**src/design/icv_pkg.sv**
```systemverilog
// Shared constants, types and register codes of the 3x3 convolution block.
package icv_pkg;

    localparam int PIX_BITS       = 8;
    localparam int MAX_WIDTH      = 1024;
    localparam int MAX_HEIGHT     = 4096;
    localparam int COL_BITS       = $clog2(MAX_WIDTH);
    localparam int W_BITS         = 11;
    localparam int H_BITS         = 13;
    localparam int COEF_BITS      = 18;
    localparam int COEF_FRAC_BITS = 12;
    localparam int ROW_COEF_BITS  = 3 * COEF_BITS;
    localparam int CFG_IDX_BITS   = 3;
    localparam int CFG_DATA_BITS  = ROW_COEF_BITS;
    localparam int PROD_BITS      = COEF_BITS + PIX_BITS;
    localparam int RSUM_BITS      = PROD_BITS + 2;
    localparam int SUM_BITS       = PROD_BITS + 4;
    localparam int LINE_BITS      = 2 * PIX_BITS;
    localparam int QUEUE_DEPTH    = 4;
    localparam int QP_BITS        = $clog2(QUEUE_DEPTH);
    localparam int QC_BITS        = $clog2(QUEUE_DEPTH + 1);

    // Register indexes of the configuration port.
    localparam logic [CFG_IDX_BITS-1:0] CFG_COEF_TOP    = 3'd0;
    localparam logic [CFG_IDX_BITS-1:0] CFG_COEF_MID    = 3'd1;
    localparam logic [CFG_IDX_BITS-1:0] CFG_COEF_BOTTOM = 3'd2;
    localparam logic [CFG_IDX_BITS-1:0] CFG_WIDTH       = 3'd3;
    localparam logic [CFG_IDX_BITS-1:0] CFG_HEIGHT      = 3'd4;

    localparam logic [CFG_DATA_BITS-1:0] COEF_TOP_RESET    = '0;
    localparam logic [CFG_DATA_BITS-1:0] COEF_MID_RESET    = CFG_DATA_BITS'(4096);
    localparam logic [CFG_DATA_BITS-1:0] COEF_BOTTOM_RESET = '0;
    localparam logic [W_BITS-1:0]        WIDTH_RESET       = W_BITS'(640);
    localparam logic [H_BITS-1:0]        HEIGHT_RESET      = H_BITS'(480);

    // Request type codes.
    localparam logic REQ_PIXEL = 1'b0;
    localparam logic REQ_DRAIN = 1'b1;

    typedef struct packed {
        logic                     we;
        logic [CFG_IDX_BITS-1:0]  idx;
        logic [CFG_DATA_BITS-1:0] data;
    } t_cfg_wr;

    // One classified request on its way to the arithmetic back end.
    typedef struct packed {
        logic [COL_BITS-1:0] col;
        logic [PIX_BITS-1:0] pix;
        logic                emit;
        logic                top_ok;
        logic                bot_ok;
        logic                left_ok;
        logic                right_ok;
        logic                last;
    } t_item;

    typedef logic signed [PROD_BITS-1:0] t_prod;
    typedef logic signed [RSUM_BITS-1:0] t_rsum;
    typedef logic signed [SUM_BITS-1:0]  t_sum;

endpackage

```
**src/design/icv_queue.sv**
```systemverilog
// Short request queue that decouples the front end from the back end.
module icv_queue (
    input  logic           i_clk,
    input  logic           i_rst_n,
    input  logic           i_push,
    input  icv_pkg::t_item i_push_item,
    output logic           o_full,
    input  logic           i_pop,
    output logic           o_valid,
    output icv_pkg::t_item o_item
);
    import icv_pkg::*;

    t_item              r_slot [QUEUE_DEPTH];
    logic [QP_BITS-1:0] r_wr;
    logic [QP_BITS-1:0] r_rd;
    logic [QC_BITS-1:0] r_count;

    assign o_full  = (r_count == QC_BITS'(QUEUE_DEPTH));
    assign o_valid = (r_count != '0);
    assign o_item  = r_slot[r_rd];

    always_ff @(posedge i_clk) begin
        if (i_push) begin
            r_slot[r_wr] <= i_push_item;
        end
    end

    always_ff @(posedge i_clk) begin
        if (!i_rst_n) begin
            r_wr    <= '0;
            r_rd    <= '0;
            r_count <= '0;
        end else begin
            if (i_push) begin
                r_wr <= r_wr + QP_BITS'(1);
            end
            if (i_pop) begin
                r_rd <= r_rd + QP_BITS'(1);
            end
            if (i_push && !i_pop) begin
                r_count <= r_count + QC_BITS'(1);
            end else if (!i_push && i_pop) begin
                r_count <= r_count - QC_BITS'(1);
            end
        end
    end

    a_no_overflow: assert property (@(posedge i_clk) disable iff (!i_rst_n)
        i_push |-> (!o_full || i_pop))
        else $error("request pushed into a full queue");

    a_no_underflow: assert property (@(posedge i_clk) disable iff (!i_rst_n)
        i_pop |-> o_valid)
        else $error("request popped from an empty queue");

endmodule

```
**config.mk**
```make
export PLATFORM = sky130hd
export DESIGN_NAME = icv_queue
export DESIGN_NICKNAME = d
export VERILOG_FILES = /design/src/design/icv_pkg.sv /design/src/design/icv_queue.sv
export SDC_FILE = /design/constraint.sdc
export NUM_CORES = 1
export LEC_CHECK = 0
export BUFFER_PORTS_ARGS = -buffer_cell sky130_fd_sc_hd__buf_2
export CORE_UTILIZATION = 30
export CTS_BUF_LIST = sky130_fd_sc_hd__clkbuf_8
export CTS_CLUSTER_SIZE = 10
export DETAILED_ROUTE_END_ITERATION = 8
export HOLD_SLACK_MARGIN = 0.15
export SETUP_SLACK_MARGIN = 0.02
export SLEW_MARGIN = 25
export SYNTH_ARGS = -nofsm -noshare
export SYNTH_HDL_FRONTEND = slang
export SYNTH_SLANG_ARGS = --single-unit
```
**constraint.sdc**
```tcl
create_clock -name i_clk -period 1.7 [get_ports i_clk]
set_input_delay 0.255 -clock i_clk [delete_from_list [all_inputs] [get_ports i_clk]]
set_output_delay 0.255 -clock i_clk [all_outputs]
set_load 0.05 [all_outputs]
```
; ---- Word-level counts from Yosys, hierarchy flattened
; Memory sizes are Yosys's and may differ from the RTL's. A register that Yosys moved wholly into a read port is not among the register bits.
; Cells that the tools add are included.
[totals]
ff_bits = 7
ram_bits = 96
out_inout_bits = 26
memories = 1
[classes]
addsub = 4
n_eq_ne = 1
muxes = 6
reduce_logical = 6
[memory_table]
columns = name, words, word_bits, read_ports, rd_clocked_by_memory_dff, wr, line_no
row1 = r_slot, 4, 24, 1, 1, 1, icv_queue.sv:14  ; t_item r_slot [QUEUE_DEPTH];
[ops]
columns = cell, n
row1 = 2-to-1 mux 3 bit, 2
row2 = "adder 2 x 1 -> 2 bit, second input constant", 2
row3 = 2-to-1 mux 2 bit, 2
row4 = "adder 3 x 1 -> 3 bit, second input constant", 1
row5 = "== test 3 bit, second input constant", 1
row6 = nonzero test 3 bit, 1
row7 = "subtractor 3 x 1 -> 3 bit, second input constant", 1
row8 = logical AND 1 bit, 2
row9 = logical NOT 1 bit, 2
row10 = 2-to-1 mux 1 bit, 2
row11 = nonzero test 2 bit, 1

; ---- Depth between registers and ports, before layout
; Gate-level depths: netlist (run 1).
[logic_depth]
word_depth = 4
ltp_mapped = 7
depth_no_buf = 7

; ---- Worst setup path before layout (run 1)
; OpenSTA, ideal clock, no wires.
[synth_timing]
path_kind = reg2out
startpoint = register r_count[0]
endpoint = output o_full
t_arrival_ns = 1.498
slack_ns = -0.053
stages_incl_launch_ff = 2
n_path_buf = 0
cell_sequence = dfxtp_1 nor3b_1
[synth_between]
elab_chain_cells = 1
[synth_rtl]
columns = element, line_no
row1 = "start, declared", icv_queue.sv:17  ; logic [QC_BITS-1:0] r_count;
row2 = "start signal, assigned", icv_queue.sv:42  ; r_count <= r_count + QC_BITS'(1);
row3 = "start signal, assigned", icv_queue.sv:44  ; r_count <= r_count - QC_BITS'(1);
row4 = == test 3 bit, icv_queue.sv:19  ; assign o_full = (r_count == QC_BITS'(QUEUE_DEPTH));
row5 = "end, declared", icv_queue.sv:7  ; output logic o_full,
; No other way between the ends.

==> results of run 1 <==
-- metal layers --
layer	vias up	part of all wire [%]	track usage, %
met4	0	1.6	4.81
met3	10	3.6	3.01
met2	38	50	18.0
li1	870	-	-
met5	-	0	0
met1	956	45	13.5
-- cells by family after synthesis --
logic type | synth area share [%]
xor+xnor | 1.11
simple gates | 2.34
flops | 77.5
mux | 14.6
fa+ha+maj | 2.09
buf+inv | 2.03
compound gates | 0.317
-- sequential cells by signal (all words and copies together) (netlist names), named ones only --
register / flops
r_count: 3
r_rd: 2
r_slot: 96
r_wr: 2
-- synthesized netlist by cell type --
master	count	share of area, %
buf_12	2	1.0
mux4_1	4	2.7
a21boi_0	1	0.19
buf_2	2	0.25
nor2b_1	2	0.32
inv_1	4	0.38
buf_6	1	0.29
xnor2_1	2	0.44
o21ai_0	1	0.13
dfxtp_1	9	4.6
fa_1	1	0.51
nor3b_1	1	0.19
nand2_1	1	0.095
mux4_2	20	11
ha_1	5	1.6
xor2_1	3	0.67
mux2i_1	2	0.51
or3_1	2	0.32
clkbuf_1	1	0.095
and2_1	9	1.4
edfxtp_1	96	73
-- power by group --
part	internal, mW	leakage [nW]	total (mW)	switching [mW]
registers	2.95	0.957	3.00	0.0498
logic	0.465	0.708	1.10	0.638
clock network	0.665	0.0901	1.45	0.790
total	4.09	1.75	5.56	1.48
-- per-stage QoR --
stage | hold WS (ps) | setup slack [ps] | area (um^2)
after detailed placement | 476 | -54.9 | 4520
after global routing | 193 | -250 | 5100
final | 209 | -177 | 5100
after floorplan | 354 | 166 | 3960
after global placement | 469 | 24.1 | 4520
after CTS | 193 | -274 | 5130
-- worst max path at each step --
stage,start,end,slack (ps),cells after the start
detailed placement,i_pop,r_count[2],-50,8
global placement,i_pop,r_count[2],20,8
floorplan,r_wr[0],r_slot[2][0],170,3
finish,flip-flop,o_item[7],-180,3
CTS,flip-flop,o_item[13],-270,4
global route,flip-flop,o_item[19],-250,3
-- repair_timing --
action,in CTS,in global routing
endpoints found under the setup margin,24,24
hold buffers,24,0
gates resized for setup,54,1
gates cloned,1,0
buffers inserted,1,0
hold endpoints to repair,96,0
-- cell type report --
type,count,share of cell area (%)
inverters,4,0.294
well taps,172,4.22
clock buffers,9,2.43
multi-input cells,54,15.6
flip-flops and latches,105,60.1
repair buffers,89,16.2
clock inverters,6,1.20
==> flow_summary.ini, run 1 <==
[cells_and_area]
mostFrequentLayoutCell = edfxtp_1
seq_area_mm2 = 0.00307
area_delta_synth_final_pct = 29.2
fill_cells = 1178
stdcell_count = 439
mostFrequentLayoutCells = edfxtp_1 (96), buf_2 (29), mux4_2 (24), dlygate4sd3_1 (24), buf_6 (23)
postLayoutCoreUtil_pct = 40.1
multi_input_area_um2 = 797
nets = 297
antenna_cells = 0
drive_gt1_share_pct = 39.0

[grt]
antenna_found_initial = 0
grt_usage_pct = 10.9
grt_pass1_vias = 1916
grt_max_degree = 25
grt_pass1_wl_mm = 10.4
overflow = 0

[sta]
fmax_ghz = 0.533
slew_headroom_pct = 84.0
slew_viol_final = 0
rsz0062_at_grt = true
fin_crit_sh_pct = 110
finalSetupViolations = 24
setup_tns_ps = -3670
finClkSkew_ps = 6.34
setup_slack_ps = -177
hold_viol = 0
worstMarginPinSlew_ps = 240
min_period_ps = 1880

[worst_setup_path]
r2r-end = r_count[2]
criticalPathCategory = flip-flop to output port
cpLargestDelayFamily = multiplexers
cp.required_ps = 1440
reg2reg_from = r_count[0]
crit_chain = buf_12 -> mux4_2 -> buf_6
path_buf_inv = 2
start_kind = flip-flop
worst_ep_arrival_time_ps = 1620
end_kind = output port
cpPeakStageDelay_ps = 530
r2r_cells = 4
cp_max_fo = 10
slowest_stage = mux4_2
ff2ff_setup_slack_ps = 190

[worst_hold_path]
hold_path_end = r_count[2]
min_from = i_rst_n
min_path_cells = 2
min_path_type = input pin to flip-flop

[floorplanning]
core_mm2 = 0.0127
placementRows = 41
start_util_pct = 31.0
fp.dieH_um = 117
dieArea_mm2 = 0.0136
pin_count = 54
die_w_um = 117

[placement]
place_inst = 399
gp_congestion = 0.673
numPortBuffers = 53

[clock_network]
clk_latency_ps = 360
cts_root_buf = clkbuf_8
tritoncts = built
numCtsBuffers = 9
clockBufferDepth = 2
cts.htree.levels = 3
clkTransAtPathRegs_ps = 90
cts_sinks = 105

[route]
routed_via_density = 4.27
vias = 1874
drc = 0
wl_per_cell_um = 15.5
totalWireLength_mm = 6.80
ant_nets = 0
dr.pass1.iters = 4
drt-initial-drc-count = 71

[logic_synthesis]
yosysWarnings = 0
synth_cell_types = 21
synthesis.nets = 203
syn-mean-instance-area_um2 = 23.4
synth_area_mm2 = 0.00395
seq_area_frac_synth_pct = 77.5
synthCells = 169
ys_ff_latch = 105

[outcome]
outcome = finished with violations
violations = negative setup slack

[pwr]
powerDensity_mw_per_mm2 = 1090
total_power_mw = 5.56
leakagePower_nw = 1.75
peakVddDrop_mv = 0.548

[job]
maxCapViolCount = 0
(Power assumes the default switching activity.)
==> run 2, diff against run 1 <==
ABC_AREA = 1   (was unset)
==> run 2 against run 1 <==
The run still ends with negative setup slack left; critical path depth is 2 higher; cell count increased by 28%; synthesized area up 5.6%; maximum frequency is 6.6% higher; die area is 5.5% higher; worst hold slack got worse by 25 ps; global-route usage increased by 2.1 points; non-clock buffer count is 5 higher; worst setup slack better by 120 ps; power increased by 3.7%; clock power is 15% higher; critical path type unchanged; largest power group unchanged.
==> flow_summary.ini, run 2 <==
[outcome]
outcome = finished with violations
violations = negative setup slack

[worst_setup_path]
cpPeakStageDelay_ps = 430
worst_ep_arrival_time_ps = 1510
criticalPathCategory = flip-flop to output port
cpLargestDelayFamily = buffers and inverters
cp.required_ps = 1440
crit_chain = buf_4 -> buf_16 -> o21ai_1 -> o22ai_2 -> buf_6
start_kind = flip-flop
path_buf_inv = 3
end_kind = output port
cp_max_fo = 12
slowest_stage = dfxtp_4

[route]
vias = 2566
totalWireLength_mm = 8.71
drc = 0
dr.pass1.iters = 6
routed_via_density = 4.56
ant_nets = 0
drt-initial-drc-count = 154
wl_per_cell_um = 15.5

[grt]
grt_max_degree = 25
antenna_found_initial = 0
grt_pass1_vias = 2701
overflow = 0
grt_usage_pct = 13.0
grt_pass1_wl_mm = 14.0

[clock_network]
cts.htree.levels = 3
cts_sinks = 105
clkTransAtPathRegs_ps = 90
numCtsBuffers = 9
clk_latency_ps = 370
clockBufferDepth = 2
tritoncts = built
cts_root_buf = clkbuf_8

[logic_synthesis]
synthTopCellsByCount = edfxtp_1 (96), o21ai_0 (50), nor2_1 (34)
yosysWarnings = 0
syn-mean-instance-area_um2 = 14.3
ys_ff_latch = 105
synthCells = 291
netlist_top_cells_area = edfxtp_1 (69%), o21ai_0 (6.0%), o22ai_2 (6.0%)
synth_cell_types = 21
async_flop_share_pct = 0
ys.flop_type = edfxtp_1
synth_area_mm2 = 0.00417
yosys.area.top_type_share_pct = 69.1
synthesis.nets = 325
synth-edff-count = 96
seq_area_frac_synth_pct = 73.4
synth.most_common_cell = edfxtp_1
yosysTopAreaCell = edfxtp_1

[cells_and_area]
top_regs = r_slot x96, r_count x3
antenna_cells = 0
drive_gt1_share_pct = 35.1
mostFrequentLayoutCell = edfxtp_1
mostFrequentLayoutCells = edfxtp_1 (96), nor2_1 (32), buf_2 (29)
nets = 416
top_register = r_slot
area_delta_synth_final_pct = 32.0
fill_cells = 1251
largest_register_ffs = 96
final_area_mm2 = 0.00551

[sta]
slew_viol_final = 0
hold_viol = 0
worstMarginPinSlew_ps = 230
rsz0062_at_grt = true
setup_slack_ps = -61.8
finalSetupViolations = 12
min_period_ps = 1760
fmax_ghz = 0.568
setup_tns_ps = -315
finClkSkew_ps = 6.42
fin_hold_ws_ps = 185
slew_headroom_pct = 84.5
fin_crit_sh_pct = 104

[floorplanning]
pin_count = 54
fp.dieH_um = 120
placementRows = 42
die_w_um = 120
dieArea_mm2 = 0.0144
core_mm2 = 0.0134
start_util_pct = 31.1

[placement]
placed_area_mm2 = 0.00476
dp_hpwl_mm = 5.28
numPortBuffers = 53
gp_congestion = 0.707

[pwr]
peakVddDrop_mv = 0.403
leakagePower_nw = 2.00
powerDensity_mw_per_mm2 = 1050

[job]
maxCapViolCount = 0

[worst_hold_path]
min_path_type = input pin to flip-flop
[run 2: changes by cell type after synthesis, sizes merged, moves of 13 or more]
cell,before,now
o22ai,0,24
inv,4,17
nor2,0,54
o21ai,1,54
mux4,24,0
[run 2: logic make-up (layout without fill, tap and decap cells)]
group	count (synthesis)	after routing	synth area share [%]
compound gates	82	82	13.6
simple gates	67	67	7.35
fa+ha+maj	6	6	1.98
flops	105	105	73.4
buf+inv	31	127	3.69
[run 2: metrics by stage]
step                      setup WS [ps]  std cells  power (mW)  utilization (%)
after global routing               -165        563        5.99             41.1
final                             -61.8        563        5.77             41.1
after detailed placement            177        519        3.95             35.5
after floorplan                    85.5        291        3.67                -
after CTS                          -114        562        5.82             40.8
after global placement              203        519        3.93             35.5
[run 2: final timing paths]
check             startpoint    endpoint  slack (ps)  cells after the start
setup / recovery   flip-flop  o_item[12]         -60                      5
hold / removal       i_rst_n  r_count[2]         180                      3
setup reg to reg  r_count[0]  r_count[2]         440                      7
hold reg to reg      r_rd[1]   flip-flop         440                      1
[run 2: repair_timing]
item / 4_1_cts / 5_1_grt
endpoints found under the setup margin: 24 / 24
setup buffers: 1 / 0
gates resized for setup: 80 / 9
pin swaps: 1 / 4
hold endpoints to repair: 96 / 0
hold buffers: 24 / 0
cloned: 2 / 1
[run 2: report_power, final]
part           internal [mW]  switching, mW  total (mW)  leakage, nW
sequential              2.94         0.0460        2.98        0.957
combinational          0.423          0.698        1.12        0.934
clock                  0.829          0.836        1.67        0.107
[run 2: cell type report]
cell class / count / area (um^2) / area share [%]
repair buffers: 94 / 941 / 17.1
multi-input cells: 155 / 985 / 17.9
well taps: 176 / 220 / 4.00
clock buffers: 9 / 124 / 2.25
flip-flops and latches: 105 / 3070 / 55.7
inverters: 17 / 73.8 / 1.34
clock inverters: 7 / 93.8 / 1.70
[run 2: layer usage]
metal | GRT usage, % | vias up | part of all wire, %
li1 | - | 1250 | -
met1 | 15.8 | 1254 | 44
met2 | 22.2 | 51 | 50
met3 | 3.09 | 11 | 4.2
met4 | 5.00 | 0 | 1.4
met5 | 0 | - | 0
[run 2: tightest hold or removal path: stages]
cell and delay [ps]:
buf_2 150, nand2_1 80, nor2_1 30
==> run 3, diff against run 2 <==
CORE_UTILIZATION = 35   (was 30)
==> run 3 against run 2 <==
The run ends with design-rule violations, negative setup slack left; non-clock buffer count grew 3; cell count is 5.3% lower; clock-buffer cell count unchanged; register-to-register slack hardly changed; first-iteration DRC count shrank 38%; wire length shrank 4.3%; sequential power about the same; largest cell class unchanged; maximum frequency is 1.2% higher; global-route usage rose by 0.74 points; power shrank 0.38%; design area about the same.
==> flow_summary.ini, run 3 (synthesized netlist as in run 2, its figures left out) <==
[outcome]
outcome = finished with violations
violations = design-rule violations, negative setup slack

[grt]
overflow = 0
grt_max_degree = 25
antenna_found_initial = 0
grt_usage_pct = 13.7
grt_pass1_vias = 2562
grt_pass1_wl_mm = 12.8

[sta]
worstMarginPinSlew_ps = 272
slew_viol_final = 0
finalSetupViolations = 11
hold_viol = 0
setup_tns_ps = -192
rsz0062_at_grt = true
finClkSkew_ps = 10.9
min_period_ps = 1740
fin_crit_sh_pct = 102
slew_headroom_pct = 81.7
setup_slack_ps = -41.5
fin_hold_ws_ps = 180
fmax_ghz = 0.574

[route]
dr_wl_met3_um = 369
ant_nets = 0
drt-initial-drc-count = 95
totalWireLength_mm = 8.33
drc = 2
wl_met1_mm = 3.63
wl_met2_mm = 4.16
wl_per_cell_um = 15.6
routed_via_density = 4.78
dr.pass1.iters = 6
maxUsedRoutingLayer = met4
vias = 2550

[clock_network]
clockBufferDepth = 2
cts.htree.levels = 3
clk_latency_ps = 360
numCtsBuffers = 9
tritoncts = built
clkTransAtPathRegs_ps = 90
cts_root_buf = clkbuf_8
cts_sinks = 105

[worst_setup_path]
worst_ep_arrival_time_ps = 1490
criticalPathCategory = flip-flop to output port
slowest_stage = dfxtp_4
ff2ff_setup_slack_ps = 450
end_kind = output port
reg2reg_from = r_wr[0]
cpLargestDelayFamily = buffers and inverters
start_kind = flip-flop
cpPeakStageDelay_ps = 430
r2r_cells = 5
cp_max_fo = 8
r2r-end = r_slot[0][3]
path_buf_inv = 3
crit_chain = buf_12 -> buf_12 -> o21ai_2 -> o22ai_2 -> buf_6
cp_common_cell = buf_12
cp.required_ps = 1440

[cells_and_area]
mostFrequentLayoutCells = edfxtp_1 (96), nor2_1 (32), buf_2 (29)
largest_register_ffs = 96
antenna_cells = 0
top_register = r_slot
mostFrequentLayoutCell = edfxtp_1
area_delta_synth_final_pct = 32.1
drive_gt1_share_pct = 37.2
stdcell_count = 533
top_regs = r_slot x96, r_count x3
nets = 419

[floorplanning]
pin_count = 54
placementRows = 39
fp.dieH_um = 111
core_mm2 = 0.0115
die_w_um = 111
dieArea_mm2 = 0.0124
start_util_pct = 36.2

[placement]
preCtsSetupSlack_ps = 161
place_inst = 486
dp_hpwl_mm = 4.85
gp_congestion = 0.687
numPortBuffers = 53

[pwr]
leakagePower_nw = 2.01
peakVddDrop_mv = 0.454
powerDensity_mw_per_mm2 = 1040
total_power_mw = 5.75

[worst_hold_path]
hold_path_end = r_count[2]
min_path_type = input pin to flip-flop
min_path_cells = 3
min_from = i_rst_n

[job]
maxCapViolCount = 0
==> run 3: layer usage <==
layer,track usage [%],vias up
met5,0,-
met4,7.39,0
met3,2.30,11
met2,23.6,67
met1,16.4,1221
li1,-,1251
==> run 3: worst max path at each step <==
stage / depth (start not counted) / to / from / slack (ps)
after floorplan: 3 / o_item[10] / flip-flop / 90
after global placement: 5 / o_item[19] / flip-flop / 190
after detailed placement: 5 / o_item[16] / flip-flop / 160
after CTS: 5 / o_item[10] / flip-flop / -30
after global routing: 5 / o_item[9] / flip-flop / -90
final: 5 / o_item[9] / flip-flop / -40
==> run 3: tightest hold or removal path: stages <==
cell,delay (ps)
buf_2,140
nand2_1,70
nor2_1,30
==> run 3: through the flow <==
step	area [um^2]	util, %
detailed placement	4700	40.9
global placement	4700	40.9
finish	5510	47.8
floorplan	4180	-
CTS	5400	46.9
global route	5510	47.8
==> run 3: layout make-up <==
type	count	area (um^2)
clock buffers	9	124
clock inverters	7	90.1
fillers	1014	6010
inverters	17	68.8
multi-input cells	155	1010
flip-flops and latches	105	3070
well taps	143	179
repair buffers	97	966
==> run 3: timing repair <==
item	in CTS	in global routing
cloned	2	0
setup buffers	1	4
endpoints found under the hold margin	96	0
pin swaps	2	11
hold buffers	24	0
setup endpoints to repair	24	24
resized for setup	81	34
==> run 3: where the power goes <==
group          switching, mW  leakage (nW)  total (mW)  internal (mW)
Clock                  0.814         0.104        1.63          0.819
Sequential            0.0467         0.957        2.98           2.94
Combinational          0.697         0.952        1.13          0.433
Total                   1.56          2.01        5.75           4.19
