## config.mk

```make
export PLATFORM = sky130hd
export DESIGN_NAME = icv_front_flat
export DESIGN_NICKNAME = d
export VERILOG_FILES = /design/src/design/icv_pkg.sv /design/src/design/icv_in_if.sv /design/src/design/icv_front.sv /design/src/flat_wrapper.sv
export SDC_FILE = /design/constraint.sdc
export NUM_CORES = 1
export LEC_CHECK = 0
export ABC_CLOCK_PERIOD_IN_PS = 4300
export BUFFER_PORTS_ARGS = -buffer_cell sky130_fd_sc_hd__buf_4
export CELL_PAD_IN_SITES_DETAIL_PLACEMENT = 1
export CELL_PAD_IN_SITES_GLOBAL_PLACEMENT = 1
export CORE_UTILIZATION = 24
export CTS_BUF_LIST = sky130_fd_sc_hd__clkbuf_16
export DETAILED_ROUTE_END_ITERATION = 8
export PLACE_DENSITY_LB_ADDON = 0.05
export SLEW_MARGIN = 20
export SYNTH_ARGS = -nofsm -noshare
export SYNTH_HDL_FRONTEND = slang
export SYNTH_SLANG_ARGS = --single-unit
```

## constraint.sdc

```tcl
create_clock -name i_clk -period 4.3 [get_ports i_clk]
set_input_delay 0.86 -clock i_clk [delete_from_list [all_inputs] [get_ports i_clk]]
set_output_delay 0.86 -clock i_clk [all_outputs]
set_load 0.02 [all_outputs]
```

## src/design/icv_pkg.sv

```systemverilog
// Shared constants, types and register codes of the 3x3 convolution block.
package icv_pkg;

    localparam int PIX_BITS       = 8;
    localparam int MAX_WIDTH      = 1024;
    localparam int MAX_HEIGHT     = 4096;
    localparam int COL_BITS       = $clog2(MAX_WIDTH);
    localparam int W_BITS         = 11;
    localparam int H_BITS         = 13;
    localparam int COEF_BITS      = 18;
    localparam int COEF_FRAC_BITS = 12;
    localparam int ROW_COEF_BITS  = 3 * COEF_BITS;
    localparam int CFG_IDX_BITS   = 3;
    localparam int CFG_DATA_BITS  = ROW_COEF_BITS;
    localparam int PROD_BITS      = COEF_BITS + PIX_BITS;
    localparam int RSUM_BITS      = PROD_BITS + 2;
    localparam int SUM_BITS       = PROD_BITS + 4;
    localparam int LINE_BITS      = 2 * PIX_BITS;
    localparam int QUEUE_DEPTH    = 4;
    localparam int QP_BITS        = $clog2(QUEUE_DEPTH);
    localparam int QC_BITS        = $clog2(QUEUE_DEPTH + 1);

    // Register indexes of the configuration port.
    localparam logic [CFG_IDX_BITS-1:0] CFG_COEF_TOP    = 3'd0;
    localparam logic [CFG_IDX_BITS-1:0] CFG_COEF_MID    = 3'd1;
    localparam logic [CFG_IDX_BITS-1:0] CFG_COEF_BOTTOM = 3'd2;
    localparam logic [CFG_IDX_BITS-1:0] CFG_WIDTH       = 3'd3;
    localparam logic [CFG_IDX_BITS-1:0] CFG_HEIGHT      = 3'd4;

    localparam logic [CFG_DATA_BITS-1:0] COEF_TOP_RESET    = '0;
    localparam logic [CFG_DATA_BITS-1:0] COEF_MID_RESET    = CFG_DATA_BITS'(4096);
    localparam logic [CFG_DATA_BITS-1:0] COEF_BOTTOM_RESET = '0;
    localparam logic [W_BITS-1:0]        WIDTH_RESET       = W_BITS'(640);
    localparam logic [H_BITS-1:0]        HEIGHT_RESET      = H_BITS'(480);

    // Request type codes.
    localparam logic REQ_PIXEL = 1'b0;
    localparam logic REQ_DRAIN = 1'b1;

    typedef struct packed {
        logic                     we;
        logic [CFG_IDX_BITS-1:0]  idx;
        logic [CFG_DATA_BITS-1:0] data;
    } t_cfg_wr;

    // One classified request on its way to the arithmetic back end.
    typedef struct packed {
        logic [COL_BITS-1:0] col;
        logic [PIX_BITS-1:0] pix;
        logic                emit;
        logic                top_ok;
        logic                bot_ok;
        logic                left_ok;
        logic                right_ok;
        logic                last;
    } t_item;

    typedef logic signed [PROD_BITS-1:0] t_prod;
    typedef logic signed [RSUM_BITS-1:0] t_rsum;
    typedef logic signed [SUM_BITS-1:0]  t_sum;

endpackage

```

## src/design/icv_in_if.sv

```systemverilog
// Request channel: valid/ready handshake carrying one pixel or drain request.
interface icv_in_if;
    import icv_pkg::*;

    logic                valid;
    logic                ready;
    logic                req_type;
    logic [PIX_BITS-1:0] pixel_in;

    modport source (output valid, output req_type, output pixel_in, input ready);
    modport sink   (input valid, input req_type, input pixel_in, output ready);
endinterface

```

## src/design/icv_front.sv

```systemverilog
// Front end: raster position tracking, request classification and border masks.
module icv_front (
    input  logic             i_clk,
    input  logic             i_rst_n,
    input  icv_pkg::t_cfg_wr i_cfg,
    icv_in_if.sink           i_req,
    input  logic             i_q_full,
    output logic             o_push,
    output icv_pkg::t_item   o_push_item
);
    import icv_pkg::*;

    logic [W_BITS-1:0]   r_width;
    logic [H_BITS-1:0]   r_height;
    logic [H_BITS-1:0]   r_row;
    logic [COL_BITS-1:0] r_col;

    logic [W_BITS-1:0]   eff_w;
    logic [H_BITS-1:0]   eff_h;
    logic [H_BITS-1:0]   h_plus1;
    logic [W_BITS-1:0]   col_next;
    logic                accept;
    logic                full;
    logic                col_pos;
    logic                restart;
    t_item               item;

    always_comb begin
        if (r_width == '0) begin
            eff_w = W_BITS'(1);
        end else if (r_width > W_BITS'(MAX_WIDTH)) begin
            eff_w = W_BITS'(MAX_WIDTH);
        end else begin
            eff_w = r_width;
        end
        if (r_height == '0) begin
            eff_h = H_BITS'(1);
        end else if (r_height > H_BITS'(MAX_HEIGHT)) begin
            eff_h = H_BITS'(MAX_HEIGHT);
        end else begin
            eff_h = r_height;
        end
    end

    assign h_plus1  = eff_h + H_BITS'(1);
    assign col_next = W_BITS'(r_col) + W_BITS'(1);

    assign i_req.ready = !i_q_full;
    assign accept      = i_req.valid && i_req.ready;
    assign full        = (r_row >= eff_h);
    assign col_pos     = (r_col != '0);

    // The centre of the output window sits one row and one pixel behind the
    // incoming position; on column zero it is the last pixel two rows up.
    always_comb begin
        item.col      = r_col;
        item.pix      = full ? '0 : i_req.pixel_in;
        item.emit     = (r_row >= H_BITS'(2)) || ((r_row == H_BITS'(1)) && col_pos);
        item.top_ok   = col_pos ? (r_row >= H_BITS'(2)) : (r_row >= H_BITS'(3));
        item.bot_ok   = col_pos ? (r_row < eff_h) : (r_row <= eff_h);
        item.left_ok  = col_pos ? (r_col >= COL_BITS'(2)) : (eff_w >= W_BITS'(2));
        item.right_ok = col_pos;
        item.last     = !col_pos && (r_row == h_plus1);
    end

    // A drain request inside the frame carries no position and is dropped.
    assign o_push      = accept && !((i_req.req_type == REQ_DRAIN) && !full);
    assign o_push_item = item;
    assign restart     = i_cfg.we && ((i_cfg.idx == CFG_WIDTH) || (i_cfg.idx == CFG_HEIGHT));

    always_ff @(posedge i_clk) begin
        if (!i_rst_n) begin
            r_width  <= WIDTH_RESET;
            r_height <= HEIGHT_RESET;
            r_row    <= '0;
            r_col    <= '0;
        end else begin
            if (i_cfg.we && (i_cfg.idx == CFG_WIDTH)) begin
                r_width <= i_cfg.data[W_BITS-1:0];
            end
            if (i_cfg.we && (i_cfg.idx == CFG_HEIGHT)) begin
                r_height <= i_cfg.data[H_BITS-1:0];
            end
            if (restart) begin
                r_row <= '0;
                r_col <= '0;
            end else if (o_push) begin
                if (item.last) begin
                    r_row <= '0;
                    r_col <= '0;
                end else if (col_next >= eff_w) begin
                    r_row <= r_row + H_BITS'(1);
                    r_col <= '0;
                end else begin
                    r_col <= col_next[COL_BITS-1:0];
                end
            end
        end
    end

    a_col_in_row: assert property (@(posedge i_clk) disable iff (!i_rst_n)
        W_BITS'(r_col) < eff_w)
        else $error("column counter left the image row");

    a_row_bound: assert property (@(posedge i_clk) disable iff (!i_rst_n)
        r_row <= h_plus1)
        else $error("row counter ran past the drain rows");

endmodule

```

## src/flat_wrapper.sv

```systemverilog
// flat-port wrapper written by rule: the top's interface ports become plain ports
module icv_front_flat import icv_pkg::*;
  (i_clk, i_rst_n, i_cfg, i_q_full, o_push, o_push_item, i_req_valid, i_req_req_type, i_req_pixel_in, i_req_ready);
  icv_in_if i_req_i ();
  input  logic i_clk;
  input  logic i_rst_n;
  input  icv_pkg::t_cfg_wr i_cfg;
  input  logic i_q_full;
  output logic o_push;
  output icv_pkg::t_item o_push_item;
  input wire logic [$bits(i_req_i.valid)-1:0] i_req_valid;
  input wire logic [$bits(i_req_i.req_type)-1:0] i_req_req_type;
  input wire logic [$bits(i_req_i.pixel_in)-1:0] i_req_pixel_in;
  output wire logic [$bits(i_req_i.ready)-1:0] i_req_ready;
  assign i_req_i.valid = i_req_valid;
  assign i_req_i.req_type = i_req_req_type;
  assign i_req_i.pixel_in = i_req_pixel_in;
  assign i_req_ready = i_req_i.ready;
  icv_front u_core (.i_clk(i_clk), .i_rst_n(i_rst_n), .i_cfg(i_cfg), .i_req(i_req_i), .i_q_full(i_q_full), .o_push(o_push), .o_push_item(o_push_item));
endmodule
```

======== Word-level counts from Yosys, hierarchy flattened ========
Cells that the tools add are included.
word-level totals
  logic and storage cells ................. 54
  register bits after elaboration ......... 47
  output and inout bits ................... 26
cells by class
  equality and inequality tests ........... 4
  muxes and demuxes ....................... 12
  reductions and logical operators ........ 20
  bitwise gates (word level) .............. 1
  magnitude comparators ................... 10
  add/sub/neg operators ................... 3
operator list
  kind                   number
  $mux 13                4
  $add 13x1->13 const B  2
  $ge 13x2->1 const B    2
  $mux 11                2
  $mux 10                2
  $eq 13x1->1 const B    1
  $eq 13x13->1           1
  $ge 13x13->1           1
  $gt 13x13->1 const B   1
  $le 13x13->1           1
  $logic_not 13->1       1
  $lt 13x13->1           1
  $add 10x1->11 const B  1
  $ge 11x11->1           1
  $ge 11x2->1 const B    1
  $gt 11x11->1 const B   1
  $logic_not 11->1       1
  $ge 10x2->1 const B    1
  $reduce_bool 10->1     1
  $logic_and 1x1->1      8
  $mux 8                 1
  $logic_not 1->1        4
  $eq 3x2->1 const B     1
  $eq 3x3->1 const B     1
  6 further kinds        9

======== Longest topological paths before layout ========
Gate-level depths: netlist of the first run.
  depth after elaboration ................. 9
  mapped depth ............................ 15
  gate-level depth less buffers ........... 14

======== Worst setup path after synthesis of the first run ========
Ideal clock, no wire load.
  path type ............................... reg2out
  start point ............................. register u_core.r_height[6]
  end point ............................... output port o_push_item[0] (netlist bit)
  path buffers ............................ 1
  arrival time ............................ 2739 ps
  setup slack ............................. 701 ps
  cell stages (with the launch flop) ...... 11
  path through ............................ dfxtp_1 > buf_2 > nor4_1 > nand3_1 > a21oi_1 > ha_1 > and4_1 > nand3_1 > mux2_1 > nor3b_1 > nor4b_1
RTL lines
  what                    RTL line            RTL
  start, declared         icv_front.sv:14     logic [H_BITS-1:0] r_height;
  start signal, assigned  icv_front.sv:82     r_height <= i_cfg.data[H_BITS-1:0];
  end, declared           flat_wrapper.sv:10  output icv_pkg::t_item o_push_item;

======== Worst setup path in the final report of the first run ========
  start point ............................. register u_core.r_height[12]
  end point ............................... output port o_push
between the ends
  longest elaborated chain between the ends .. 8
ends and longest elaborated chain
  what                   RTL line           RTL
  $gt 13x13->1           icv_front.sv:38    end else if (r_height > H_BITS'(MAX_HEIGHT)) begin
  $mux 13                icv_front.sv:38
  $mux 13 (*)            icv_front.sv:36    if (r_height == '0) begin
  $ge 13x13->1 (*)       icv_front.sv:50    assign full = (r_row >= eff_h);
  $logic_not 1->1 (*)    icv_front.sv:67    assign o_push = accept && !((i_req.req_type == REQ_DRAIN) && !full);
  $logic_and 1x1->1 (*)  icv_front.sv:67
  $logic_not 1->1 (*)    icv_front.sv:67
  $logic_and 1x1->1 (*)  icv_front.sv:67
  end, declared          flat_wrapper.sv:9  output logic o_push;
Mark *: on every way between the ends. The rest lies on a longest branch, timed or not.

==> summary.md, run 1 <==
| Metric | Value |
|---|---|
| DR WL/cell | `around 16 um` |
| Proportion of synthesized chip area in sequential cells | `25.9%` |
| Final clock skew | `just over 0.008 ns` |
| Clock edge transition at the registers on the reported setup and hold paths | `approximately 0.06 ns` |
| Layout fillers | `between 1500 and 2000` |
| Fraction of registers with async set/reset | `0%` |
| Cell taking the most area after synthesis | `sky130_fd_sc_hd__dfxtp_1` |
| Count of standard-cell rows | `44` |
| Fin nets | `approximately 640` |
| Power density over the cells | `approximately 230 nW/um^2` |
| Crit path launch type | `register` |
| Final wirelength | `roughly 11000 um` |
| Count of inserted antenna diode cells | `0` |
| Clk sinks | `47` |
| Hold/Removal Path Class | `reg -> reg` |
| Overall power of the completed layout | `~1 mW` |
| First-pass iteration count of the detailed router | `6` |
| TritonCTS clock tree | `yes` |
| Setup-failing EPs final | `0` |
| Outcome | `finished with violations` |
| Highest ir drop seen on vdd | `0.141 mV` |
| Floorplan die width | `~130 um` |
| Level count of the clock H-tree | `2` |
| Remaining antenna violation count after routing | `0` |
| Ports | `slightly below 100` |
| Post-Layout Inst Area | `approximately 4500 sq um` |
| Top cell type's share of synthesized area | `between 20% and 30%` |
| Fraction of final layout cells with drive strength greater than 1 | `19.1%` |
| Synth warn | `0` |
| Failing checks | `DRC` |
| Detailed-placement wirelength estimate | `9280 um` |
| Largest fanout of any net on the critical path | `12` |
| Synthesized netlist net count | `575` |
| Largest net degree at the start of global routing | `26` |
| Cells after Synth | `473` |
| Portion of the clock cycle consumed by the worst path in the final layout | `93.1%` |
| DRC violation count after routing | `6` |
| Worst-Skew Late Latency | `approximately 0.30 ns` |
| Iteration-0 DRC Markers | `between 150 and 200` |
| Count of final max-slew check failures | `0` |
| Total congestion overflow after global routing | `0` |
| Root cell of the clock tree | `sky130_fd_sc_hd__clkbuf_16` |
| Die footprint | `roughly 16000 sq um` |
| Detail-routed via count per cell | `between 4 and 5` |
| Buffers plus inverters on the worst setup path | `4` |
| Top flip-flop cell by instance count after synthesis | `sky130_fd_sc_hd__dfxtp_1` |
| Crit-path max cell delay | `0.53 ns` |
| Worst setup path category | `reg -> out` |
| Buffer levels on the longest clock path | `2` |
| Number of distinct library cells after synthesis | `60` |
| First-pass GRT wire length | `approximately 19000 um` |
| Post-CTS Hold Buffers | `0` |
| Flip-flop and latch area | `941 sq um` |
| Data arrival at the endpoint of the critical path | `3.15 ns` |
| Count of buffers from port buffering | `55` |
| Slowest stage cell, crit path | `sky130_fd_sc_hd__or4_1` |
| Y dimension of the die | `between 100 and 150 um` |
| Hold Violations, Final | `0` |
| Synthesized area per cell | `between 7 and 8 sq um` |
| Placed Area | `~4300 sq um` |
| GRT Resource Usage Total | `15.5%` |
| Via Count | `3446` |
| Crit. End Element | `primary output` |
| Minimum clock period after layout | `between 4 and 5 ns` |
| Mapped cell area | `between 3000 and 4000 sq um` |
| Max-Slew Margin vs Limit | `47.9%` |
| Synthesized flop and latch total | `47` |
| Reported max-cap violation count | `0` |
| Number of global-route vias before repair | `approximately 3600` |
| Highest attainable clock frequency | `approximately 250 MHz` |
| Final worst hold slack | `approximately 0.47 ns` |
| Critical Path, Cell by Cell | `buf_4, nor2b_1, inv_1, ha_1, nand3_1, or4_1, and4b_1, nand3_1, nand2_1, inv_1, buf_4` |
| Core region area | `around 15000 sq um` |
| Number of buffers added by the clock tree synthesis step | `5` |
| Post-synth EDFFs | `0` |
| Initial antenna violation count | `0` |
| Area delta synth->final | `23.6%` |
| Required time worst endpoint | `roughly 3.4 ns` |
| Family with the most delay on the worst path | `simple AND/OR/NAND/NOR gates` |
| RePlAce Congestion | `0.768` |
| Top cells by area, synth | `sky130_fd_sc_hd__dfxtp_1 26%, sky130_fd_sc_hd__ha_1 11%, sky130_fd_sc_hd__nand2_1 9.3%, sky130_fd_sc_hd__nand3_1 4.8%, sky130_fd_sc_hd__xor2_1 4.8%` |
| Setup TNS | `0 ns` |
| Worst-case setup margin in the final layout | `between 0.2 and 0.3 ns` |
| Transition time of the tightest slew-check pin | `between 0.7 and 0.8 ns` |
| Initial standard-cell utilization of the core | `around 25%` |
| Worst setup slack after placement | `0.423 ns` |
| Multi-input logic area | `roughly 2500 sq um` |
| Unrepaired setup endpoints after global routing | `no` |
| Standby leakage power | `between 1.5 and 2 nW` |
==> final timing paths <==
check	startpoint	to	slack, ns	cells after the start
max	u_core.r_height[12]	o_push	0.29	11
min	u_core.r_width[0]	u_core.r_width[0]	0.47	2
max reg2reg	u_core.r_height[7]	u_core.r_col[3]	0.56	12
min reg2reg	u_core.r_width[0]	u_core.r_width[0]	0.47	2
==> cell usage after synthesis (all sizes together), types with 2 or more instances <==
cell     n
a2111o   2
a211oi   3
a21boi  19
a21oi   11
a311oi   4
and2    12
and3    11
and4     2
and4b    4
buf      7
clkbuf  12
dfxtp   47
ha      31
inv     24
mux2     2
nand2   90
nand2b  11
nand3   35
nand3b   2
nand4    9
nand4b   2
nor2    30
nor2b    3
nor3     7
nor3b    3
nor4     9
nor4b    2
o211ai   4
o21ai   20
o31ai    2
or4      2
or4b     2
xnor2   12
xor2    20
==> power breakdown <==
part	total (mW)	switching, mW	internal, mW
registers	0.448	0.00648	0.441
logic	0.128	0.0696	0.0582
clock network	0.453	0.181	0.272
total	1.03	0.257	0.771
==> cells in the final DEF (no fill, tap or decap), types with 4 or more instances in the layout <==
master	n
sky130_fd_sc_hd__nand2_1	90
sky130_fd_sc_hd__buf_4	73
sky130_fd_sc_hd__dfxtp_1	47
sky130_fd_sc_hd__nand3_1	35
sky130_fd_sc_hd__ha_1	31
sky130_fd_sc_hd__nor2_1	30
sky130_fd_sc_hd__inv_1	24
sky130_fd_sc_hd__xor2_1	20
sky130_fd_sc_hd__a21boi_0	19
sky130_fd_sc_hd__xnor2_1	12
sky130_fd_sc_hd__and3_1	11
sky130_fd_sc_hd__and2_1	11
sky130_fd_sc_hd__o21ai_2	10
sky130_fd_sc_hd__a21oi_1	10
sky130_fd_sc_hd__o21ai_0	10
sky130_fd_sc_hd__nand2b_1	10
sky130_fd_sc_hd__nand4_1	9
sky130_fd_sc_hd__nor4_1	7
sky130_fd_sc_hd__nor3_1	6
sky130_fd_sc_hd__clkbuf_16	5
sky130_fd_sc_hd__a311oi_1	4
sky130_fd_sc_hd__and4b_1	4
sky130_fd_sc_hd__o211ai_1	4
==> registers in the layout (all words and copies together) (netlist names) <==
signal / flops
u_core.r_height: 13
u_core.r_row: 13
u_core.r_width: 11
u_core.r_col: 10
==> timing repair <==
action / 4_1_cts / 5_1_grt
buffers inserted: 0 / 0
resized for setup: 0 / 2
endpoints found under the setup margin: 0 / 1
==> cell families after synthesis <==
group / share of synthesized area (%)
simple gates: 34.5
compound gates: 15.0
flops: 25.9
buf+inv: 5.34
xor+xnor: 7.71
fa+ha+maj: 10.7
mux: 0.895
==> metrics by stage <==
stage,util [%],cells
after floorplan,-,473
after global placement,29.5,711
after detailed placement,29.5,711
after CTS,30.6,719
after global routing,30.7,719
final,30.7,719
==> worst register-to-register path: stages (launching register included) <==
cell and delay [ns]:
sky130_fd_sc_hd__dfxtp_1 0.32, sky130_fd_sc_hd__nor4_1 0.35, sky130_fd_sc_hd__nand3_1 0.21, sky130_fd_sc_hd__a21oi_2 0.23, sky130_fd_sc_hd__ha_1 0.29, sky130_fd_sc_hd__and4_1 0.30
sky130_fd_sc_hd__nand3_1 0.10, sky130_fd_sc_hd__mux2_1 0.35, sky130_fd_sc_hd__or4b_1 0.52, sky130_fd_sc_hd__or4_4 0.48, sky130_fd_sc_hd__or4b_1 0.19, sky130_fd_sc_hd__buf_4 0.21
sky130_fd_sc_hd__o21ai_2 0.07
==> cell type report <==
type / instances / share of cell area (%)
multi-input combinational: 382 / 56.0
sequential: 47 / 21.0
timing repair buffer: 73 / 12.2
tap: 184 / 5.13
clock buffer: 5 / 2.79
inverter: 25 / 2.09
clock inverter: 3 / 0.864
==> per-layer routing <==
layer  part of all wire (%)  up-vias  wire, um  global-route usage (%)
met1                     51     1632      5800                    20.8
li1                       -     1766         -                       -
met3                    2.6        9       300                    2.57
met4                    1.3        0       144                    4.23
met2                     46       39      5220                    25.4
met5                      0        -         0                       0
No activity file was read; power rests on OpenSTA's default activity.
==> run 2: changes to the inputs <==
CORE_UTILIZATION = 38   (was 24)
==> run 2 against run 1 <==
Effect of this change: the flow now finishes without violations; clock power shrank 4%; final cell count shrank 8.5%; maximum frequency grew 0.49%; utilization grew 17 points; die area shrank 36%; critical path depth is the same; flip-flop and latch count is the same; hold slack gained 0.0012 ns.
==> summary.md, run 2 (same netlist as run 1, synthesis figures left out) <==
| Metric | Value |
|---|---|
| Crit-path max cell delay | `0.39 ns` |
| Iteration-0 DRC Markers | `between 70 and 80` |
| First-pass GRT wire length | `17500 um` |
| Most common library cell in the layout ignoring fill and taps | `sky130_fd_sc_hd__nand2_1` |
| Overall power of the completed layout | `1.01 mW` |
| Transition time of the tightest slew-check pin | `between 0.7 and 0.8 ns` |
| Buffers plus inverters on the worst setup path | `1` |
| Root cell of the clock tree | `sky130_fd_sc_hd__clkbuf_16` |
| TritonCTS clock tree | `yes` |
| Floorplan die width | `roughly 100 um` |
| Worst setup slack after placement | `0.539 ns` |
| Required time worst endpoint | `3.44 ns` |
| Via Count | `roughly 3500` |
| RePlAce Congestion | `between 0.9 and 1` |
| Clock edge transition at the registers on the reported setup and hold paths | `roughly 0.060 ns` |
| Buffer levels on the longest clock path | `2` |
| Cell depth of the worst setup path | `11` |
| Worst-case reg-to-reg path depth | `12` |
| Slowest stage cell, crit path | `sky130_fd_sc_hd__dfxtp_1` |
| Worst setup path category | `reg -> out` |
| Reported max-cap violation count | `0` |
| Family with the most delay on the worst path | `simple AND/OR/NAND/NOR gates` |
| Detail-routed via count per cell | `about 5.3` |
| Max-Slew Margin vs Limit | `50.6%` |
| Number of buffers added by the clock tree synthesis step | `5` |
| Detailed-placement wirelength estimate | `8310 um` |
| Final wirelength | `~10000 um` |
| Fraction of final layout cells with drive strength greater than 1 | `around 18%` |
| First-pass iteration count of the detailed router | `4` |
| Most frequent cells in the layout | `90 x sky130_fd_sc_hd__nand2_1, 67 x sky130_fd_sc_hd__buf_4, 47 x sky130_fd_sc_hd__dfxtp_1` |
| Clk sinks | `between 40 and 50` |
| Total congestion overflow after global routing | `0` |
| Final worst hold slack | `0.470 ns` |
| Count of final max-slew check failures | `0` |
| Number of gates resized after CTS | `0` |
| Final clock skew | `0.00721 ns` |
| Setup-failing EPs final | `0` |
| Largest fanout of any net on the critical path | `5` |
| Remaining antenna violation count after routing | `0` |
| Total setup buffers inserted after CTS | `0` |
| Core utilization of the finished layout | `47.3%` |
| Worst hold path cell count | `2` |
| Initial standard-cell utilization of the core | `between 30% and 40%` |
| Critical Path, Cell by Cell | `nor4_1, nand3_1, a21oi_1, ha_1, nand3_1, nor3_1, a311oi_1, nor3_1, o211ai_1, nor4b_1, buf_4` |
| Minimum clock period after layout | `between 3 and 4 ns` |
| Placed Area | `approximately 4200 sq um` |
| Outcome | `finished clean` |
| Area delta synth->final | `20.2%` |
| Largest net degree at the start of global routing | `26` |
| Number of global-route vias before repair | `3488` |
| Flip-flop and latch area | `~940 sq um` |
| Post-Layout Inst Area | `4370 sq um` |
| Y dimension of the die | `approximately 100 um` |
| Crit path launch type | `register` |
| Data arrival at the endpoint of the critical path | `approximately 3.1 ns` |
| Post-CTS Hold Buffers | `0` |
| Standby leakage power | `approximately 1.9 nW` |
| Placed Instances | `between 600 and 700` |
| Largest registers ranked by flip-flop count | `u_core.r_height: 13 flops, u_core.r_row: 13 flops, u_core.r_width: 11 flops` |
| Setup TNS | `0 ns` |
| Count of buffers from port buffering | `between 50 and 60` |
| Highest ir drop seen on vdd | `0.188 mV` |
| Multi-input logic area | `roughly 2500 sq um` |
| Crit. End Element | `primary output` |
| GRT Resource Usage Total | `between 20% and 30%` |
| Ports | `between 90 and 100` |
| Hold/Removal Path Class | `reg -> reg` |
| Hold Violations, Final | `0` |
| Initial antenna violation count | `0` |
| Portion of the clock cycle consumed by the worst path in the final layout | `92.7%` |
| Level count of the clock H-tree | `2` |
| Power density over the cells | `231 nW/um^2` |
| Layout fillers | `between 1000 and 1500` |
| Highest attainable clock frequency | `~250 MHz` |
| Die footprint | `between 9000 and 10000 sq um` |
| Count of standard-cell rows | `35` |
| Count of inserted antenna diode cells | `0` |
| Worst-case setup margin in the final layout | `between 0.3 and 0.4 ns` |
| Worst-Skew Late Latency | `0.29 ns` |
| Core region area | `9240 sq um` |
| Fin nets | `630` |
| DRC violation count after routing | `0` |
| Unrepaired setup endpoints after global routing | `no` |
| DR WL/cell | `around 16 um` |
| Post-Layout Cell Count | `around 660` |
[run 2: cell types whose count changed in the layout (fill, tap and decap cells not counted)]
| cell | previous run | this run |
|---|---|---|
| sky130_fd_sc_hd__a21oi_2 | 1 | 0 |
| sky130_fd_sc_hd__buf_4 | 73 | 67 |
| sky130_fd_sc_hd__a21oi_1 | 10 | 11 |
| sky130_fd_sc_hd__nor3_1 | 6 | 7 |
| sky130_fd_sc_hd__nor3_2 | 1 | 0 |
[run 2: layout make-up]
type | count | share of cell area (%)
Clock buffer | 5 | 2.86
Clock inverter | 3 | 0.888
Inverter | 25 | 2.15
Multi-Input combinational cell | 382 | 57.3
Sequential cell | 47 | 21.5
Tap cell | 129 | 3.70
Timing Repair Buffer | 67 | 11.5
[run 2: metal layers]
metal  share of wire, %  up-vias  track usage (%)
met4               0.79        0             5.09
li1                   -     1769                -
met5                  0        -                0
met2                 46       71             35.7
met3                4.1        4             3.34
met1                 49     1661             31.0
[run 2: worst paths after layout]
path,slack (ns),end,start
setup / recovery,0.31,o_push_item[0],u_core.r_height[8]
hold / removal,0.47,u_core.r_width[0],u_core.r_width[0]
setup reg to reg,0.55,u_core.r_col[0],u_core.r_height[8]
hold reg to reg,0.47,u_core.r_width[0],u_core.r_width[0]
[run 2: worst min-delay path, stage by stage (launching register included)]
cell	delay, ns
sky130_fd_sc_hd__dfxtp_1	0.31
sky130_fd_sc_hd__nand2_1	0.05
sky130_fd_sc_hd__a21boi_0	0.06
[run 2: power by group]
group	internal [mW]	switching [mW]	total [mW]	leakage, nW
clock network	0.271	0.164	0.436	0.0812
logic	0.0569	0.0661	0.123	1.48
registers	0.441	0.00822	0.450	0.380
==> run 3: changes to the inputs <==
CORE_UTILIZATION = 39   (was 38)
CTS_BUF_LIST = sky130_fd_sc_hd__clkbuf_8   (was sky130_fd_sc_hd__clkbuf_16)
SKIP_LAST_GASP = 1   (was not set)
==> run 3 against run 2 <==
Effect of this change: the flow now finishes with violations (DRC); via count is 0.26% higher; highest routed layer unchanged; flip-flop and latch count stayed put; power down 13%; clock-buffer cell count is the same; clock skew rose by 0.0027 ns.
==> summary.md, run 3 (same netlist as run 1, synthesis figures left out) <==
| Metric | Value |
|---|---|
| Post-Layout Inst Area | `4290 sq um` |
| Number of buffers added by the clock tree synthesis step | `5` |
| Via Count | `between 3000 and 4000` |
| Initial antenna violation count | `0` |
| Remaining antenna violation count after routing | `0` |
| Reported max-cap violation count | `0` |
| Fin nets | `630` |
| Critical Path, Cell by Cell | `nor4_1, nand3_1, a21oi_2, ha_1, nand3_1, or4_1, and4b_1, nand3_1, nand2_1, inv_1, buf_4` |
| Root cell of the clock tree | `sky130_fd_sc_hd__clkbuf_8` |
| Slowest stage cell, crit path | `sky130_fd_sc_hd__or4_1` |
| Die footprint | `9710 sq um` |
| Setup TNS | `0 ns` |
| Worst setup slack after placement | `approximately 0.54 ns` |
| Clock network fraction of design power | `34.8%` |
| Net switching component of the power | `~0.26 mW` |
| Combinational Power Share | `between 10 and 15%` |
| Y dimension of the die | `98.5 um` |
| DRC violation count after routing | `2` |
| Count of inserted antenna diode cells | `0` |
| R2R Setup Slk | `between 0.5 and 0.6 ns` |
| Layout fillers | `~1100` |
| Proportion of power drawn by flip-flops and latches | `between 50% and 60%` |
| Ports | `between 90 and 100` |
| TritonCTS clock tree | `yes` |
| Buffers plus inverters on the worst setup path | `2` |
| Post-Layout Cell Count | `roughly 640` |
| Hold Violations, Final | `0` |
| First-pass GRT wire length | `around 18000 um` |
| First-pass iteration count of the detailed router | `8` |
| Crit-path max cell delay | `approximately 0.52 ns` |
| Iteration-0 DRC Markers | `a little over 80` |
| Outcome | `finished with violations` |
| Count of buffers from port buffering | `55` |
| Worst Hold Endpoint | `u_core.r_width[0]` |
| Worst-Skew Late Latency | `0.31 ns` |
| Buffer levels on the longest clock path | `2` |
| Detailed-placement wirelength estimate | `roughly 8300 um` |
| Transition time of the tightest slew-check pin | `approximately 0.9 ns` |
| Reg-to-reg endpoint | `u_core.r_col[8]` |
| Area delta synth->final | `18.0%` |
| Total congestion overflow after global routing | `0` |
| Setup-failing EPs final | `0` |
| DR WL/cell | `between 15 and 20 um` |
| Placed Area | `roughly 4200 sq um` |
| Unrepaired setup endpoints after global routing | `no` |
| Clock edge transition at the registers on the reported setup and hold paths | `approximately 0.11 ns` |
| Crit. End Element | `primary output` |
| Largest net degree at the start of global routing | `26` |
| Max-Slew Margin vs Limit | `between 30% and 40%` |
| Standby leakage power | `between 1.5 and 2 nW` |
| GRT Resource Usage Total | `around 23%` |
| Overall power of the completed layout | `0.879 mW` |
| Crit path launch type | `register` |
| Floorplan die width | `~100 um` |
| Hold/Removal Path Class | `reg -> reg` |
| Clk sinks | `47` |
| Level count of the clock H-tree | `2` |
| Most frequent cells in the layout | `90 x sky130_fd_sc_hd__nand2_1, 67 x sky130_fd_sc_hd__buf_4, 47 x sky130_fd_sc_hd__dfxtp_1` |
| Power density over the cells | `just over 200 nW/um^2` |
| Switching Fraction | `a little under 30%` |
| Final wirelength | `10400 um` |
| Worst-case reg-to-reg path depth | `12` |
| Worst hold path cell count | `2` |
| RePlAce Congestion | `approximately 0.94` |
| Number of global-route vias before repair | `3527` |
| Count of final max-slew check failures | `0` |
| Failing checks | `DRC` |
| Internal power | `0.622 mW` |
| Most frequent cell on the critical path | `sky130_fd_sc_hd__nand3_1` |
| Placed Instances | `approximately 630` |
| Detail-routed via count per cell | `approximately 5.5` |
| Critical R2R Launch | `u_core.r_height[8]` |
| Post-CTS Hold Buffers | `0` |
| Largest registers ranked by flip-flop count | `u_core.r_height: 13 flops, u_core.r_row: 13 flops, u_core.r_width: 11 flops` |
| Family with the most delay on the worst path | `simple AND/OR/NAND/NOR gates` |
| Required time worst endpoint | `between 3 and 4 ns` |
| Data arrival at the endpoint of the critical path | `3.13 ns` |
| Highest ir drop seen on vdd | `~0.14 mV` |
| Largest fanout of any net on the critical path | `6` |
| Core region area | `about 8900 sq um` |
| Fraction of final layout cells with drive strength greater than 1 | `between 10% and 20%` |
| Initial standard-cell utilization of the core | `approximately two fifths` |
| Count of standard-cell rows | `34` |
| Total setup buffers inserted after CTS | `0` |
| Portion of the clock cycle consumed by the worst path in the final layout | `between 90% and 100%` |
| Hold Crit Start | `u_core.r_width[0]` |
| Minimum clock period after layout | `around 4 ns` |
| Worst setup path category | `reg -> out` |
| Most common library cell in the layout ignoring fill and taps | `sky130_fd_sc_hd__nand2_1` |
| Final clock skew | `approximately 0.0099 ns` |
| Worst-case setup margin in the final layout | `just over 0.3 ns` |
| Highest attainable clock frequency | `251 MHz` |
-- run 3: cell count changes in the layout (fill, tap and decap cells not counted), sizes merged --
cell and delta:
inv +3, clkinv -2, bufinv -1
-- run 3: area by class of cell --
type / instances / area [sq um] / area share (%)
clock buffers: 5 / 68.8 / 1.61
clock inverters: 3 / 28.8 / 0.671
inverters: 25 / 93.8 / 2.19
multi-input cells: 382 / 2520 / 58.7
flip-flops and latches: 47 / 941 / 21.9
well taps: 108 / 135 / 3.15
repair buffers: 67 / 503 / 11.7
-- run 3: worst min-delay path: cells and delay by family (launching register included) --
family | cells | cell delay (ns)
flops | 1 | 0.33
simple gates | 1 | 0.05
compound gates | 1 | 0.07
-- run 3: per-stage QoR --
step           util (%)  hold slack, ns
3_3_place_gp       47.0           0.462
2_1_floorplan         -           0.444
4_1_cts            48.1           0.483
3_5_place_dp       47.0           0.467
5_1_grt            48.2           0.512
6_report           48.2           0.479
-- run 3: repair_timing --
action	in CTS	in global routing
setup endpoints to repair	0	2
resized for setup	0	3
endpoints found under the hold margin	0	0
-- run 3: routing by layer --
metal  vias to the layer above  wire length, um  track usage (%)
met5                         -                0                0
met4                         0              121             6.31
met3                        14              235             2.70
met2                        58             4790             36.8
met1                      1674             5250             31.5
li1                       1768                -                -
-- run 3: worst max path at each step --
stage,start,end,cells after the start
after floorplan,u_core.r_height[6],o_push_item[0],10
after global placement,u_core.r_height[8],u_core.r_col[0],12
after detailed placement,u_core.r_height[8],u_core.r_col[8],12
after CTS,u_core.r_height[8],o_push_item[0],11
after global routing,u_core.r_height[8],o_push,11
final,u_core.r_height[8],o_push,11
-- run 3: power groups by stage --
stage | sequential, mW | combinational [mW] | clock, mW
after detailed placement | 0.460 | 0.124 | 0
after CTS | 0.450 | 0.124 | 0.318
after global placement | 0.459 | 0.120 | 0
final | 0.450 | 0.123 | 0.306
after global routing | 0.451 | 0.136 | 0.331
after floorplan | 0.458 | 0.0693 | 0
